`config.mk`:
```
export PLATFORM = sky130hd
export DESIGN_NAME = microwire_eeprom_master_unit
export DESIGN_NICKNAME = d
export VERILOG_FILES = /design/src/hw/rtl/mwe_pkg.sv /design/src/hw/rtl/microwire_eeprom_master_unit.sv /design/src/hw/rtl/mwe_seq.sv
export SDC_FILE = /design/constraint.sdc
export NUM_CORES = 1
export LEC_CHECK = 0
export ABC_CLOCK_PERIOD_IN_PS = 3000
export BUFFER_PORTS_ARGS = -buffer_cell sky130_fd_sc_hd__buf_2
export CAP_MARGIN = 0
export CORE_UTILIZATION = 50
export CTS_BUF_LIST = sky130_fd_sc_hd__clkbuf_4
export DETAILED_ROUTE_END_ITERATION = 16
export GPL_TIMING_DRIVEN = 0
export PLACE_DENSITY = 0.71
export SLEW_MARGIN = 25
export SYNTH_ARGS = -nofsm -noshare
export SYNTH_HDL_FRONTEND = slang
export SYNTH_SLANG_ARGS = --single-unit
export TNS_END_PERCENT = 50
```
`constraint.sdc`:
```
create_clock -name aclk -period 3 [get_ports aclk]
set_input_delay 0.45 -clock aclk [delete_from_list [all_inputs] [get_ports aclk]]
set_output_delay 0.45 -clock aclk [all_outputs]
set_load 0.01 [all_outputs]
```
`src/hw/rtl/mwe_pkg.sv`:
```
// Shared types and constants for the Microwire serial EEPROM master.
// Used by mwe_seq and microwire_eeprom_master_unit; no dependencies.
package mwe_pkg;

    // Memory geometry
    localparam int ADDR_BITS  = 9;
    localparam int DATA_BITS  = 8;
    localparam int CMD_BITS   = ADDR_BITS + 3;
    localparam int END_CLOCKS = 5;

    // Counter and index widths
    localparam int CNT_W     = $clog2(CMD_BITS > DATA_BITS ? CMD_BITS : DATA_BITS);
    localparam int CMD_IDX_W = $clog2(CMD_BITS);
    localparam int DAT_IDX_W = $clog2(DATA_BITS);

    // Port field widths
    localparam int OP_W     = 2;
    localparam int ADDR_W   = 9;
    localparam int BYTE_W   = 8;
    localparam int CFG_W    = 16;
    localparam int CFG_IDX_W = 4;

    // Operation codes
    localparam logic [OP_W-1:0] OP_TICK  = 2'd0;
    localparam logic [OP_W-1:0] OP_READ  = 2'd1;
    localparam logic [OP_W-1:0] OP_WRITE = 2'd2;

    // Configuration register indexes
    localparam logic [CFG_IDX_W-1:0] REG_HALF_PERIOD = 4'd0;
    localparam logic [CFG_IDX_W-1:0] REG_POLL_LIMIT  = 4'd1;

    localparam logic [CFG_W-1:0] HALF_PERIOD_RST = 16'd50;
    localparam logic [CFG_W-1:0] POLL_LIMIT_RST  = 16'd0;

    // Command frames: start bit, 2-bit opcode, address bits
    localparam logic [CMD_BITS-1:0] START_BIT = CMD_BITS'(1) << (ADDR_BITS + 2);
    localparam logic [CMD_BITS-1:0] CMD_WDS = START_BIT | (CMD_BITS'(4'h0) << (ADDR_BITS - 2));
    localparam logic [CMD_BITS-1:0] CMD_WEN = START_BIT | (CMD_BITS'(4'h3) << (ADDR_BITS - 2));
    localparam logic [CMD_BITS-1:0] CMD_WR  = START_BIT | (CMD_BITS'(4'h4) << (ADDR_BITS - 2));
    localparam logic [CMD_BITS-1:0] CMD_RD  = START_BIT | (CMD_BITS'(4'h8) << (ADDR_BITS - 2));

    // Sequencer steps
    localparam int STEP_W = 5;
    localparam logic [STEP_W-1:0] S_IDLE  = 5'd0;
    localparam logic [STEP_W-1:0] S_C_SK0 = 5'd1;
    localparam logic [STEP_W-1:0] S_C_DI0 = 5'd2;
    localparam logic [STEP_W-1:0] S_C_CS1 = 5'd3;
    localparam logic [STEP_W-1:0] S_C_DH  = 5'd4;
    localparam logic [STEP_W-1:0] S_C_DL  = 5'd5;
    localparam logic [STEP_W-1:0] S_C_BIT = 5'd6;
    localparam logic [STEP_W-1:0] S_C_BH  = 5'd7;
    localparam logic [STEP_W-1:0] S_C_BL  = 5'd8;
    localparam logic [STEP_W-1:0] S_C_END = 5'd9;
    localparam logic [STEP_W-1:0] S_R_H   = 5'd10;
    localparam logic [STEP_W-1:0] S_R_L   = 5'd11;
    localparam logic [STEP_W-1:0] S_R_S   = 5'd12;
    localparam logic [STEP_W-1:0] S_W_BIT = 5'd13;
    localparam logic [STEP_W-1:0] S_W_H   = 5'd14;
    localparam logic [STEP_W-1:0] S_W_L   = 5'd15;
    localparam logic [STEP_W-1:0] S_E_DI0 = 5'd16;
    localparam logic [STEP_W-1:0] S_E_CS0 = 5'd17;
    localparam logic [STEP_W-1:0] S_E_H   = 5'd18;
    localparam logic [STEP_W-1:0] S_E_L   = 5'd19;
    localparam logic [STEP_W-1:0] S_P_CS1 = 5'd20;
    localparam logic [STEP_W-1:0] S_P_DH  = 5'd21;
    localparam logic [STEP_W-1:0] S_P_DL  = 5'd22;
    localparam logic [STEP_W-1:0] S_P_H   = 5'd23;
    localparam logic [STEP_W-1:0] S_P_L   = 5'd24;
    localparam logic [STEP_W-1:0] S_P_S   = 5'd25;

    // Phases of a request
    localparam int STAGE_W = 3;
    localparam logic [STAGE_W-1:0] G_READ    = 3'd0;
    localparam logic [STAGE_W-1:0] G_ENABLE  = 3'd1;
    localparam logic [STAGE_W-1:0] G_WRITE   = 3'd2;
    localparam logic [STAGE_W-1:0] G_POLL    = 3'd3;
    localparam logic [STAGE_W-1:0] G_DISABLE = 3'd4;

    // One result item
    typedef struct packed {
        logic              chip_select;
        logic              serial_clock;
        logic              data_to_chip;
        logic              busy;
        logic              done;
        logic [BYTE_W-1:0] read_data;
        logic              timeout;
    } mwe_res_t;

endpackage

```
`src/hw/rtl/microwire_eeprom_master_unit.sv`:
```
// Top level of the Microwire serial EEPROM master: handshakes, config, result register.
// Depends on mwe_pkg and mwe_seq.
//
// Usage:
//   Each transfer on the s_ channel is one tick of the serial interface. It may
//   start a read (s_operation = 1) or a write (s_operation = 2) at s_address;
//   requests arriving while a sequence runs are ignored. s_data_from_chip is
//   the memory's data-out level sampled on that tick.
//   Each tick yields exactly one transfer on the m_ channel: pin levels for
//   chip select, shift clock and data-in, plus busy, done, last read byte and
//   a timeout flag raised with done when the busy poll hit its limit.
//   Pins change once every half_period_ticks ticks (register 0); register 1
//   bounds the busy poll after a write, zero meaning no bound. The cfg_ port
//   is always ready and should be written only while no sequence is running.
// Timing:
//   An s_ transfer is held in the input register, and the sequencer then steps
//   it into the result register, which drives m_valid.
//   Throughput is one tick per cycle while m_ready keeps the result slot free.
// Reset and stalls:
//   aresetn (synchronous, active low) returns the sequencer to idle with all
//   pins low and the registers to half period 50, poll limit 0. When m_ready
//   is low the result holds, the input register fills and then s_ready drops.
module microwire_eeprom_master_unit (
    input  logic                           aclk,
    input  logic                           aresetn,
    // input ticks
    input  logic                           s_valid,
    output logic                           s_ready,
    input  logic [mwe_pkg::OP_W-1:0]       s_operation,
    input  logic [mwe_pkg::ADDR_W-1:0]     s_address,
    input  logic [mwe_pkg::BYTE_W-1:0]     s_write_data,
    input  logic                           s_data_from_chip,
    // results
    output logic                           m_valid,
    input  logic                           m_ready,
    output logic                           m_chip_select,
    output logic                           m_serial_clock,
    output logic                           m_data_to_chip,
    output logic                           m_busy_res,
    output logic                           m_done_res,
    output logic [mwe_pkg::BYTE_W-1:0]     m_read_data,
    output logic                           m_timeout,
    // configuration writes
    input  logic                           cfg_valid,
    output logic                           cfg_ready,
    input  logic [mwe_pkg::CFG_IDX_W-1:0]  cfg_index,
    input  logic [mwe_pkg::CFG_W-1:0]      cfg_data
);
    import mwe_pkg::*;

    logic                 in_valid_reg;
    logic [OP_W-1:0]      op_reg;
    logic [ADDR_W-1:0]    addr_reg;
    logic [BYTE_W-1:0]    wdata_reg;
    logic                 din_reg;
    logic                 out_valid_reg;
    mwe_res_t             res_reg;
    mwe_res_t             res_next;
    logic [CFG_W-1:0]     half_period_reg;
    logic [CFG_W-1:0]     poll_limit_reg;
    logic                 advance;

    // step the sequencer when a tick is held and the result slot frees up
    assign advance   = in_valid_reg && (!out_valid_reg || m_ready);
    assign s_ready   = !in_valid_reg || advance;
    assign cfg_ready = 1'b1;

    // input register
    always_ff @(posedge aclk) begin
        if (!aresetn) begin
            in_valid_reg <= 1'b0;
        end else if (s_ready) begin
            in_valid_reg <= s_valid;
        end
    end

    always_ff @(posedge aclk) begin
        if (s_valid && s_ready) begin
            op_reg    <= s_operation;
            addr_reg  <= s_address;
            wdata_reg <= s_write_data;
            din_reg   <= s_data_from_chip;
        end
    end

    // configuration registers
    always_ff @(posedge aclk) begin
        if (!aresetn) begin
            half_period_reg <= HALF_PERIOD_RST;
            poll_limit_reg  <= POLL_LIMIT_RST;
        end else if (cfg_valid && cfg_ready) begin
            unique case (cfg_index)
                REG_HALF_PERIOD: half_period_reg <= cfg_data;
                REG_POLL_LIMIT:  poll_limit_reg  <= cfg_data;
                default: ;
            endcase
        end
    end

    mwe_seq u_seq (
        .aclk           (aclk),
        .aresetn        (aresetn),
        .step_en        (advance),
        .operation      (op_reg),
        .address        (addr_reg),
        .write_data     (wdata_reg),
        .data_from_chip (din_reg),
        .half_period    (half_period_reg),
        .poll_limit     (poll_limit_reg),
        .res_next       (res_next)
    );

    // result register
    always_ff @(posedge aclk) begin
        if (!aresetn) begin
            out_valid_reg <= 1'b0;
        end else if (advance) begin
            out_valid_reg <= 1'b1;
        end else if (m_ready) begin
            out_valid_reg <= 1'b0;
        end
    end

    always_ff @(posedge aclk) begin
        if (advance) begin
            res_reg <= res_next;
        end
    end

    assign m_valid        = out_valid_reg;
    assign m_chip_select  = res_reg.chip_select;
    assign m_serial_clock = res_reg.serial_clock;
    assign m_data_to_chip = res_reg.data_to_chip;
    assign m_busy_res     = res_reg.busy;
    assign m_done_res     = res_reg.done;
    assign m_read_data    = res_reg.read_data;
    assign m_timeout      = res_reg.timeout;

    // timeout only accompanies the finishing tick
    a_timeout_done: assert property (@(posedge aclk) disable iff (!aresetn)
        out_valid_reg && res_reg.timeout |-> res_reg.done)
        else $error("timeout without done");

    // a finishing tick reports the block idle
    a_done_idle: assert property (@(posedge aclk) disable iff (!aresetn)
        out_valid_reg && res_reg.done |-> !res_reg.busy)
        else $error("done while still busy");

    // the result slot only empties through a transfer
    a_out_drain: assert property (@(posedge aclk) disable iff (!aresetn)
        out_valid_reg && !m_ready && !advance |=> out_valid_reg)
        else $error("result dropped without transfer");

endmodule

```
`src/hw/rtl/mwe_seq.sv`:
```
// Microwire pin sequencer: holds the frame state and computes one tick per step.
// Depends on mwe_pkg.
module mwe_seq (
    input  logic                          aclk,
    input  logic                          aresetn,
    input  logic                          step_en,
    input  logic [mwe_pkg::OP_W-1:0]      operation,
    input  logic [mwe_pkg::ADDR_W-1:0]    address,
    input  logic [mwe_pkg::BYTE_W-1:0]    write_data,
    input  logic                          data_from_chip,
    input  logic [mwe_pkg::CFG_W-1:0]     half_period,
    input  logic [mwe_pkg::CFG_W-1:0]     poll_limit,
    output mwe_pkg::mwe_res_t             res_next
);
    import mwe_pkg::*;

    logic [STEP_W-1:0]    step_reg, step_next;
    logic [STAGE_W-1:0]   stage_reg, stage_next;
    logic [CNT_W-1:0]     cnt_reg, cnt_next;
    logic [CMD_BITS-1:0]  cmd_reg, cmd_next;
    logic [DATA_BITS-1:0] data_reg, data_next;
    logic [DATA_BITS-1:0] rval_reg, rval_next;
    logic [ADDR_BITS-1:0] addr_reg, addr_next;
    logic [CFG_W-1:0]     wait_reg, wait_next;
    logic [CFG_W-1:0]     poll_reg, poll_next;
    logic                 cs_reg, cs_next;
    logic                 sk_reg, sk_next;
    logic                 di_reg, di_next;
    logic                 tflag_reg, tflag_next;

    logic [CFG_W-1:0]     period;
    logic [CFG_W-1:0]     poll_inc;
    logic                 finished;
    logic                 done;
    logic                 tout;

    // zero half period runs as one tick
    assign period   = (half_period == '0) ? CFG_W'(1) : half_period;
    assign poll_inc = (poll_reg == '1) ? poll_reg : poll_reg + CFG_W'(1);

    // next state for one tick
    always_comb begin
        step_next  = step_reg;
        stage_next = stage_reg;
        cnt_next   = cnt_reg;
        cmd_next   = cmd_reg;
        data_next  = data_reg;
        rval_next  = rval_reg;
        addr_next  = addr_reg;
        wait_next  = wait_reg;
        poll_next  = poll_reg;
        cs_next    = cs_reg;
        sk_next    = sk_reg;
        di_next    = di_reg;
        tflag_next = tflag_reg;
        finished   = 1'b0;
        done       = 1'b0;
        tout       = 1'b0;

        if (step_reg == S_IDLE) begin
            if (operation == OP_READ || operation == OP_WRITE) begin
                addr_next  = ADDR_BITS'(address);
                wait_next  = period;
                tflag_next = 1'b0;
                step_next  = S_C_SK0;
                if (operation == OP_READ) begin
                    stage_next = G_READ;
                    cmd_next   = CMD_RD | CMD_BITS'(ADDR_BITS'(address));
                end else begin
                    stage_next = G_ENABLE;
                    data_next  = DATA_BITS'(write_data);
                    cmd_next   = CMD_WEN;
                end
            end
        end else if (wait_reg > CFG_W'(1)) begin
            wait_next = wait_reg - CFG_W'(1);
        end else begin
            // pin event due
            unique case (step_reg)
                S_C_SK0: begin sk_next = 1'b0; step_next = S_C_DI0; end
                S_C_DI0: begin di_next = 1'b0; step_next = S_C_CS1; end
                S_C_CS1: begin cs_next = 1'b1; step_next = S_C_DH; end
                S_C_DH:  begin sk_next = 1'b1; step_next = S_C_DL; end
                S_C_DL: begin
                    sk_next   = 1'b0;
                    cnt_next  = CNT_W'(CMD_BITS - 1);
                    step_next = S_C_BIT;
                end
                S_C_BIT: begin
                    di_next   = cmd_reg[cnt_reg[CMD_IDX_W-1:0]];
                    step_next = S_C_BH;
                end
                S_C_BH: begin sk_next = 1'b1; step_next = S_C_BL; end
                S_C_BL: begin
                    sk_next = 1'b0;
                    if (cnt_reg == '0) begin
                        step_next = S_C_END;
                    end else begin
                        cnt_next  = cnt_reg - CNT_W'(1);
                        step_next = S_C_BIT;
                    end
                end
                S_C_END: begin
                    di_next = 1'b0;
                    if (stage_reg == G_READ) begin
                        cnt_next  = CNT_W'(DATA_BITS - 1);
                        data_next = '0;
                        step_next = S_R_H;
                    end else if (stage_reg == G_WRITE) begin
                        cnt_next  = CNT_W'(DATA_BITS - 1);
                        step_next = S_W_BIT;
                    end else begin
                        step_next = S_E_DI0;
                    end
                end
                S_R_H: begin sk_next = 1'b1; step_next = S_R_L; end
                S_R_L: begin sk_next = 1'b0; step_next = S_R_S; end
                S_R_S: begin
                    data_next = {data_reg[DATA_BITS-2:0], data_from_chip};
                    if (cnt_reg == '0) begin
                        step_next = S_E_DI0;
                    end else begin
                        cnt_next  = cnt_reg - CNT_W'(1);
                        step_next = S_R_H;
                    end
                end
                S_W_BIT: begin
                    di_next   = data_reg[cnt_reg[DAT_IDX_W-1:0]];
                    step_next = S_W_H;
                end
                S_W_H: begin sk_next = 1'b1; step_next = S_W_L; end
                S_W_L: begin
                    sk_next = 1'b0;
                    if (cnt_reg == '0) begin
                        step_next = S_E_DI0;
                    end else begin
                        cnt_next  = cnt_reg - CNT_W'(1);
                        step_next = S_W_BIT;
                    end
                end
                S_E_DI0: begin di_next = 1'b0; step_next = S_E_CS0; end
                S_E_CS0: begin
                    cs_next   = 1'b0;
                    cnt_next  = CNT_W'(END_CLOCKS - 1);
                    step_next = S_E_H;
                end
                S_E_H: begin sk_next = 1'b1; step_next = S_E_L; end
                S_E_L: begin
                    sk_next = 1'b0;
                    if (cnt_reg != '0) begin
                        cnt_next  = cnt_reg - CNT_W'(1);
                        step_next = S_E_H;
                    end else if (stage_reg == G_READ) begin
                        rval_next = data_reg;
                        step_next = S_IDLE;
                        finished  = 1'b1;
                    end else if (stage_reg == G_ENABLE) begin
                        stage_next = G_WRITE;
                        cmd_next   = CMD_WR | CMD_BITS'(addr_reg);
                        step_next  = S_C_SK0;
                    end else if (stage_reg == G_WRITE) begin
                        stage_next = G_POLL;
                        poll_next  = '0;
                        step_next  = S_P_CS1;
                    end else if (stage_reg == G_POLL) begin
                        stage_next = G_DISABLE;
                        cmd_next   = CMD_WDS;
                        step_next  = S_C_SK0;
                    end else begin
                        step_next = S_IDLE;
                        finished  = 1'b1;
                    end
                end
                S_P_CS1: begin cs_next = 1'b1; step_next = S_P_DH; end
                S_P_DH:  begin sk_next = 1'b1; step_next = S_P_DL; end
                S_P_DL:  begin sk_next = 1'b0; step_next = S_P_H; end
                S_P_H:   begin sk_next = 1'b1; step_next = S_P_L; end
                S_P_L:   begin sk_next = 1'b0; step_next = S_P_S; end
                S_P_S: begin
                    // busy poll: chip raises data-out when the write is done
                    if (data_from_chip) begin
                        step_next = S_E_DI0;
                    end else begin
                        poll_next = poll_inc;
                        if (poll_limit != '0 && poll_inc >= poll_limit) begin
                            tflag_next = 1'b1;
                            step_next  = S_E_DI0;
                        end else begin
                            step_next = S_P_H;
                        end
                    end
                end
                default: begin
                    step_next = S_IDLE;
                    finished  = 1'b1;
                end
            endcase

            if (finished) begin
                done       = 1'b1;
                tout       = tflag_next;
                tflag_next = 1'b0;
                wait_next  = '0;
            end else begin
                wait_next = period;
            end
        end
    end

    // result seen after this tick
    always_comb begin
        res_next.chip_select  = cs_next;
        res_next.serial_clock = sk_next;
        res_next.data_to_chip = di_next;
        res_next.busy         = (step_next != S_IDLE);
        res_next.done         = done;
        res_next.read_data    = rval_next[BYTE_W-1:0];
        res_next.timeout      = tout;
    end

    // state registers
    always_ff @(posedge aclk) begin
        if (!aresetn) begin
            step_reg  <= S_IDLE;
            stage_reg <= G_READ;
            cnt_reg   <= '0;
            rval_reg  <= '0;
            wait_reg  <= '0;
            poll_reg  <= '0;
            cs_reg    <= 1'b0;
            sk_reg    <= 1'b0;
            di_reg    <= 1'b0;
            tflag_reg <= 1'b0;
        end else if (step_en) begin
            step_reg  <= step_next;
            stage_reg <= stage_next;
            cnt_reg   <= cnt_next;
            rval_reg  <= rval_next;
            wait_reg  <= wait_next;
            poll_reg  <= poll_next;
            cs_reg    <= cs_next;
            sk_reg    <= sk_next;
            di_reg    <= di_next;
            tflag_reg <= tflag_next;
        end
    end

    // frame payload
    always_ff @(posedge aclk) begin
        if (step_en) begin
            cmd_reg  <= cmd_next;
            data_reg <= data_next;
            addr_reg <= addr_next;
        end
    end

    // an active sequence always has an event wait pending
    a_wait_nonzero: assert property (@(posedge aclk) disable iff (!aresetn)
        step_reg != S_IDLE |-> wait_reg != '0)
        else $error("wait counter empty during a sequence");

    // chip select only rises at the frame-opening steps
    a_cs_rise: assert property (@(posedge aclk) disable iff (!aresetn)
        step_en && !cs_reg && cs_next |-> (step_reg == S_C_CS1 || step_reg == S_P_CS1))
        else $error("chip select raised outside frame start");

    // a finished sequence has released chip select and the clock
    a_done_pins: assert property (@(posedge aclk) disable iff (!aresetn)
        step_en && done |-> !cs_next && !sk_next)
        else $error("sequence finished with pins active");

endmodule
```
* After elaboration in Yosys (flattened, before gate mapping)
Cells that the tools add are included.
Widths: inputs -> output; s select.
** Storage, ports and cells
- Word-level logic and storage cells :: 221
- Bits in registers :: 153
- Output and inout port bits :: 17
** Operators by class
- Muxes and demuxes :: 95
- $lt $le $gt $ge :: 4
- Equality and inequality tests :: 47
- Bitwise operators :: 3
- $add $sub $neg :: 3
- Reduce and logical (&&, ||, !) cells :: 41
** Operators with widths (number)
- $mux 16 :: 11
- $pmux 5 s25 :: 1
- $mux 12 :: 9
- $mux 8 :: 10
- $mux 5 :: 12
- $eq 5x5->1 const B :: 10
- $eq 5x4->1 const B :: 8
- $pmux 16 s2 :: 1
- $mux 3 :: 10
- $mux 1 :: 27
- $reduce_or 24->1 :: 1
- $eq 5x3->1 const B :: 4
- $mux 4 :: 5
- $pmux 4 s5 :: 1
- $add 16x1->16 const B :: 1
- $eq 16x16->1 const B :: 1
- $ge 16x16->1 :: 1
- $gt 16x1->1 const B :: 1
- $logic_not 16->1 :: 1
- $pmux 8 s2 :: 1
- $reduce_bool 16->1 :: 1
- $sub 16x1->16 const B :: 1
- $ne 2x2->1 const B :: 7
- $reduce_and 7->1 :: 2
- other kinds (38) :: 66

* Logic depth before layout (Yosys ltp)
- Depth after elaboration :: 12
- Depth in mapped cells :: 15

* Modules after synthesis
Synthesis repeated with hierarchy kept, for this count alone.
** Unflattened totals
- Cell total of the unflattened synthesis :: 851
- Area total of the unflattened synthesis :: 8032.7 um^2
** By module, submodules not included
- mwe_seq :: cells each 679, instances 1, sequential area each 1961.9 um^2, area an instance 5641.7 um^2
- microwire_eeprom_master_unit :: cells each 172, instances 1, sequential area each 1701.6 um^2, area an instance 2391.0 um^2

* Worst setup path after synthesis
Ideal clock, no wire load.
- Kind :: register to register
- Start point :: register u_seq.poll_reg[3]
- End point :: register res_reg, in the netlist m_busy_res (data pin)
- Arrival :: 3.035 ns
- Required time :: 2.863 ns
- Cell stages (with the launch flop) :: 16
- Path slack :: -0.172 ns
- Path through :: dfxtp_1 clkbuf_1 nand4_1 or4_1 clkbuf_1 nand2_1 nor2_1 xor2_1 ha_1 a211oi_1 o211ai_1 a21oi_1 o211ai_1 nor2b_1 o21a_1 nand4_1
** RTL lines
- start: declaration :: RTL line mwe_seq.sv:25 : logic [CFG_W-1:0] poll_reg, poll_next;
- start signal: assignment :: RTL line mwe_seq.sv:240 : poll_reg <= poll_next;
- end signal: assignment :: RTL line microwire_eeprom_master_unit.sv:126 : res_reg <= res_next;
- end: declaration :: RTL line microwire_eeprom_master_unit.sv:57 : mwe_res_t res_reg;

==> results by group <==
Power
  – Maximum VDD drop: between 0.0002 and 0.0003 V
  – Clock power share: 31.3%
  – Sw frac: 28.60%
  – PD cells: around 460 mW/mm^2
  – Sequential share of power: a little over half
  – P_leak: 0.003553 uW
  – Internal: 3086 uW
  – NetSw: 1236 uW
  – Tot Pwr: 4323 uW
  – Logic gate share of total power: 15.6%

Setup path
  – Crit-path max FO: 7
  – Slowest cell on the critical path: dfxtp_2
  – CP Launch Type: flop
  – Worst Setup End Kind: flop
  – CP required: 3.29 ns
  – Crit-path max cell delay: ~0.35 ns
  – CP Cell Sequence: buf_8 > and4_4 > nand4_1 > buf_6 > nor3_4 > and4b_1 > nor2_1 > ha_1 > nand4_1 > nor2_1 > o211ai_1 > o211ai_1 > a41oi_1 > a21oi_1 > nand4_1
  – Critical path class: reg2reg
  – Crit path buf inv count: 2
  – CP delay by family, top: simple AND/OR/NAND/NOR gates
  – Crit-path most repeated cell: nand4_1
  – Crit path DAT: roughly 3.6 ns

Placed design
  – GPL Wtd Cong: ~1
  – Placed cell areas: roughly 0.0083 sq mm
  – HPWL Detailed: 13960 um
  – Port Buffers: 60
  – Place WS: -0.5935 ns
  – # placed instances: about 1100

Synth
  – Number of synthesized flops with an enable pin: 62
  – Top cells by area, synth: edfxtp_1 (24%), dfxtp_1 (23%), nor2_1 (5.5%)
  – Async S/R FF share, synth: 0%
  – Mux cell area share after synthesis: 5.523%
  – Synthesized flop and latch total: 152
  – Post-Syn Instances: 851
  – Simple-gate share of the synthesized area: 20.07%
  – Sequential fraction of the synthesis area: between 40% and 50%
  – Compound-Gate Fraction of Synth Area: roughly 18%
  – Count leader, synth: nor2_1
  – Netlist cell types: 65
  – Cell area after synthesis: roughly 0.0078 sq mm
  – Synth Net Count: 917
  – Most frequent cells after synthesis: nor2_1 (115), dfxtp_1 (90), nand2_1 (78), a21oi_1 (73), edfxtp_1 (62)
  – Yosys Warn Count: 0
  – Adder and majority gate portion of the synthesized area: 3.372%
  – Synth Area in XOR/XNOR: between 2 and 2.5%
  – Main synth FF type: dfxtp_1
  – Cell taking the most area after synthesis: edfxtp_1
  – Post-Syn Area per Cell: 9.157 sq um
  – Post-synth top area share: between 20% and 30%
  – Main combinational cell family by area after synthesis: simple AND/OR/NAND/NOR gates

Detailed routing
  – Antenna-violating nets left: 0
  – Via-per-instance ratio: between 5 and 6
  – DRT Wirelength: 20180 um
  – Pre-Repair DR Iteration Count: 5
  – DRC: 0
  – Initial drt markers: 593
  – Vias: 6923
  – WL per Instance: 17.20 um

Timing
  – RSZ-0062 raised after global routing: yes
  – Max-slew violation count: 0
  – Min Hold Slack: 0.06198 ns
  – Worst slew pin tran: a little under 1 ns
  – Final Critical Period: approximately 3.3 ns
  – Setup violators final: 6
  – Clock Skews: about 0.024 ns
  – Worst setup margin: -0.3269 ns
  – Slew margin rel.: between 30 and 40%
  – Tcrit/Tclk final: 110.9%
  – Fin. Hold Viols: 0
  – Achievable clock frequency: 300.6 MHz

Die
  – Rows: 45
  – Core area: 0.01520 sq mm
  – Die Ht: 126.8 um
  – Starting Density: 51.26%
  – Die footprint: 0.01609 sq mm
  – Num ports: 62
  – Die width: around 130 um

Job
  – MaxCap Viol Count: 0

Global route
  – Initial antenna violation count: 0
  – GRT Util Overall: 25.97%
  – Vias in the first global route: 6365
  – Pin count of the biggest net entering global routing: 24
  – First-pass GRT wire length: 32780 um
  – GRT overflow: 0

Layout
  – Layout area overhead: 20.28%
  – Multi-input logic area: 0.004144 sq mm
  – Layout cell share with drive strength beyond 1: 22.74%
  – Register area: 0.003685 sq mm
  – Cell area after layout: 0.009373 sq mm
  – Fill count: 1306
  – Fin nets: 1038
  – N_diodes: 0
  – Final non-filler cell total: 1173

Outcome
  – Status: finished, violations left
  – Violated checks: negative setup slack

CTS
  – Worst-skew pair later-pin latency: about 0.57 ns
  – Clock Path Buffers: 2
  – Clock Pin Slew Worst Setup and Hold Paths: between 0.1 and 0.15 ns
  – CTS tree: yes
  – CTS buffer count: 17
  – Clock sink total: roughly 150
  – Root buffer cell: clkbuf_4
  – # H-tree levels: 4

Min path
  – HP Class: in2reg
==> cell usage in the layout (no fill, tap or decap), types with 8 or more instances in the layout <==
master         synthesis  layout
nand3_1               20      16
nand2_1               78      76
a22o_1                15      15
o21a_1                 9       8
clkbuf_4               0      18
mux2i_1               22      22
dfxtp_2                0      11
nor3_2                 2       8
nor3_1                31      23
a22oi_1               12      11
a21oi_1               73      64
nand4_1               10      10
xor2_1                13      11
nor2b_1                9       9
inv_1                 28      27
xnor2_1                8       8
ha_1                  21      18
a221oi_1               8       8
mux2_4                 8       8
clkbuf_1              43      36
a21oi_2                0       8
dfxtp_1               90      77
buf_2                  4      64
buf_4                  2      33
o21ai_0               47      46
edfxtp_1              62      62
nor2_1               115     109
nor4_1                17      14
dlygate4sd3_1          0      11
nand2b_1              10      10
==> routing by layer <==
metal	wire length, um	track usage (%)	vias up
li1	-	-	3364
met1	9294	36.61	3234
met2	9030	39.56	286
met3	1508	6.790	39
met4	346	6.793	0
met5	0	0	-
==> final timing paths <==
path                                   from                     endpoint  slack, ns  cells after the start
max          u_seq.poll_reg[3]$_SDFFE_PN0P_         m_busy_res$_DFFE_PP_      -0.33                     15
min                         s_write_data[6]       wdata_reg[6]$_DFFE_PP_       0.06                      1
max reg2reg  u_seq.poll_reg[3]$_SDFFE_PN0P_         m_busy_res$_DFFE_PP_      -0.33                     15
min reg2reg           addr_reg[8]$_DFFE_PP_  u_seq.addr_reg[8]$_DFFE_PP_       0.47                      0
==> metrics by stage <==
step	setup TNS (ns)	utilization (%)
after global routing	-1.679	61.65
after global placement	-13.90	54.85
after detailed placement	-11.17	54.89
after CTS	-0.8453	60.01
final	-0.7899	61.65
after floorplan	0	-
==> power groups by stage <==
stage | clock [uW] | combinational [uW] | sequential [uW]
3_3_place_gp | 0 | 611 | 2340
6_report | 1350 | 673 | 2290
5_1_grt | 1480 | 744 | 2310
4_1_cts | 1400 | 643 | 2290
2_1_floorplan | 0 | 435 | 2330
3_5_place_dp | 0 | 616 | 2340
==> logic make-up (layout without fill, tap and decap cells) <==
group | Yosys count | in the layout
simple gates | 327 | 327
mux | 34 | 34
compound gates | 215 | 215
flops | 152 | 152
fa+ha+maj | 21 | 21
other cells | 1 | 1
buf+inv | 80 | 214
xor+xnor | 21 | 21
==> cell type report <==
class	instances	share of cell area, %
buffer	50	2.496
clock buffer	18	1.442
clock inverter	14	1.842
inverter	28	1.121
multi-input combinational	619	44.21
sequential	152	39.31
tap	188	2.510
timing repair buffer	103	6.982
timing repair inverter	1	0.08010
==> what timing repair did <==
action | in CTS | in global routing
setup buffers | 18 | 14
hold buffers | 11 | 0
gates cloned | 1 | 0
resized for setup | 52 | 42
pin swaps | 19 | 8
endpoints found under the setup margin | 76 | 79
hold endpoints to repair | 11 | 0
Power figures use the tool's default switching activity.
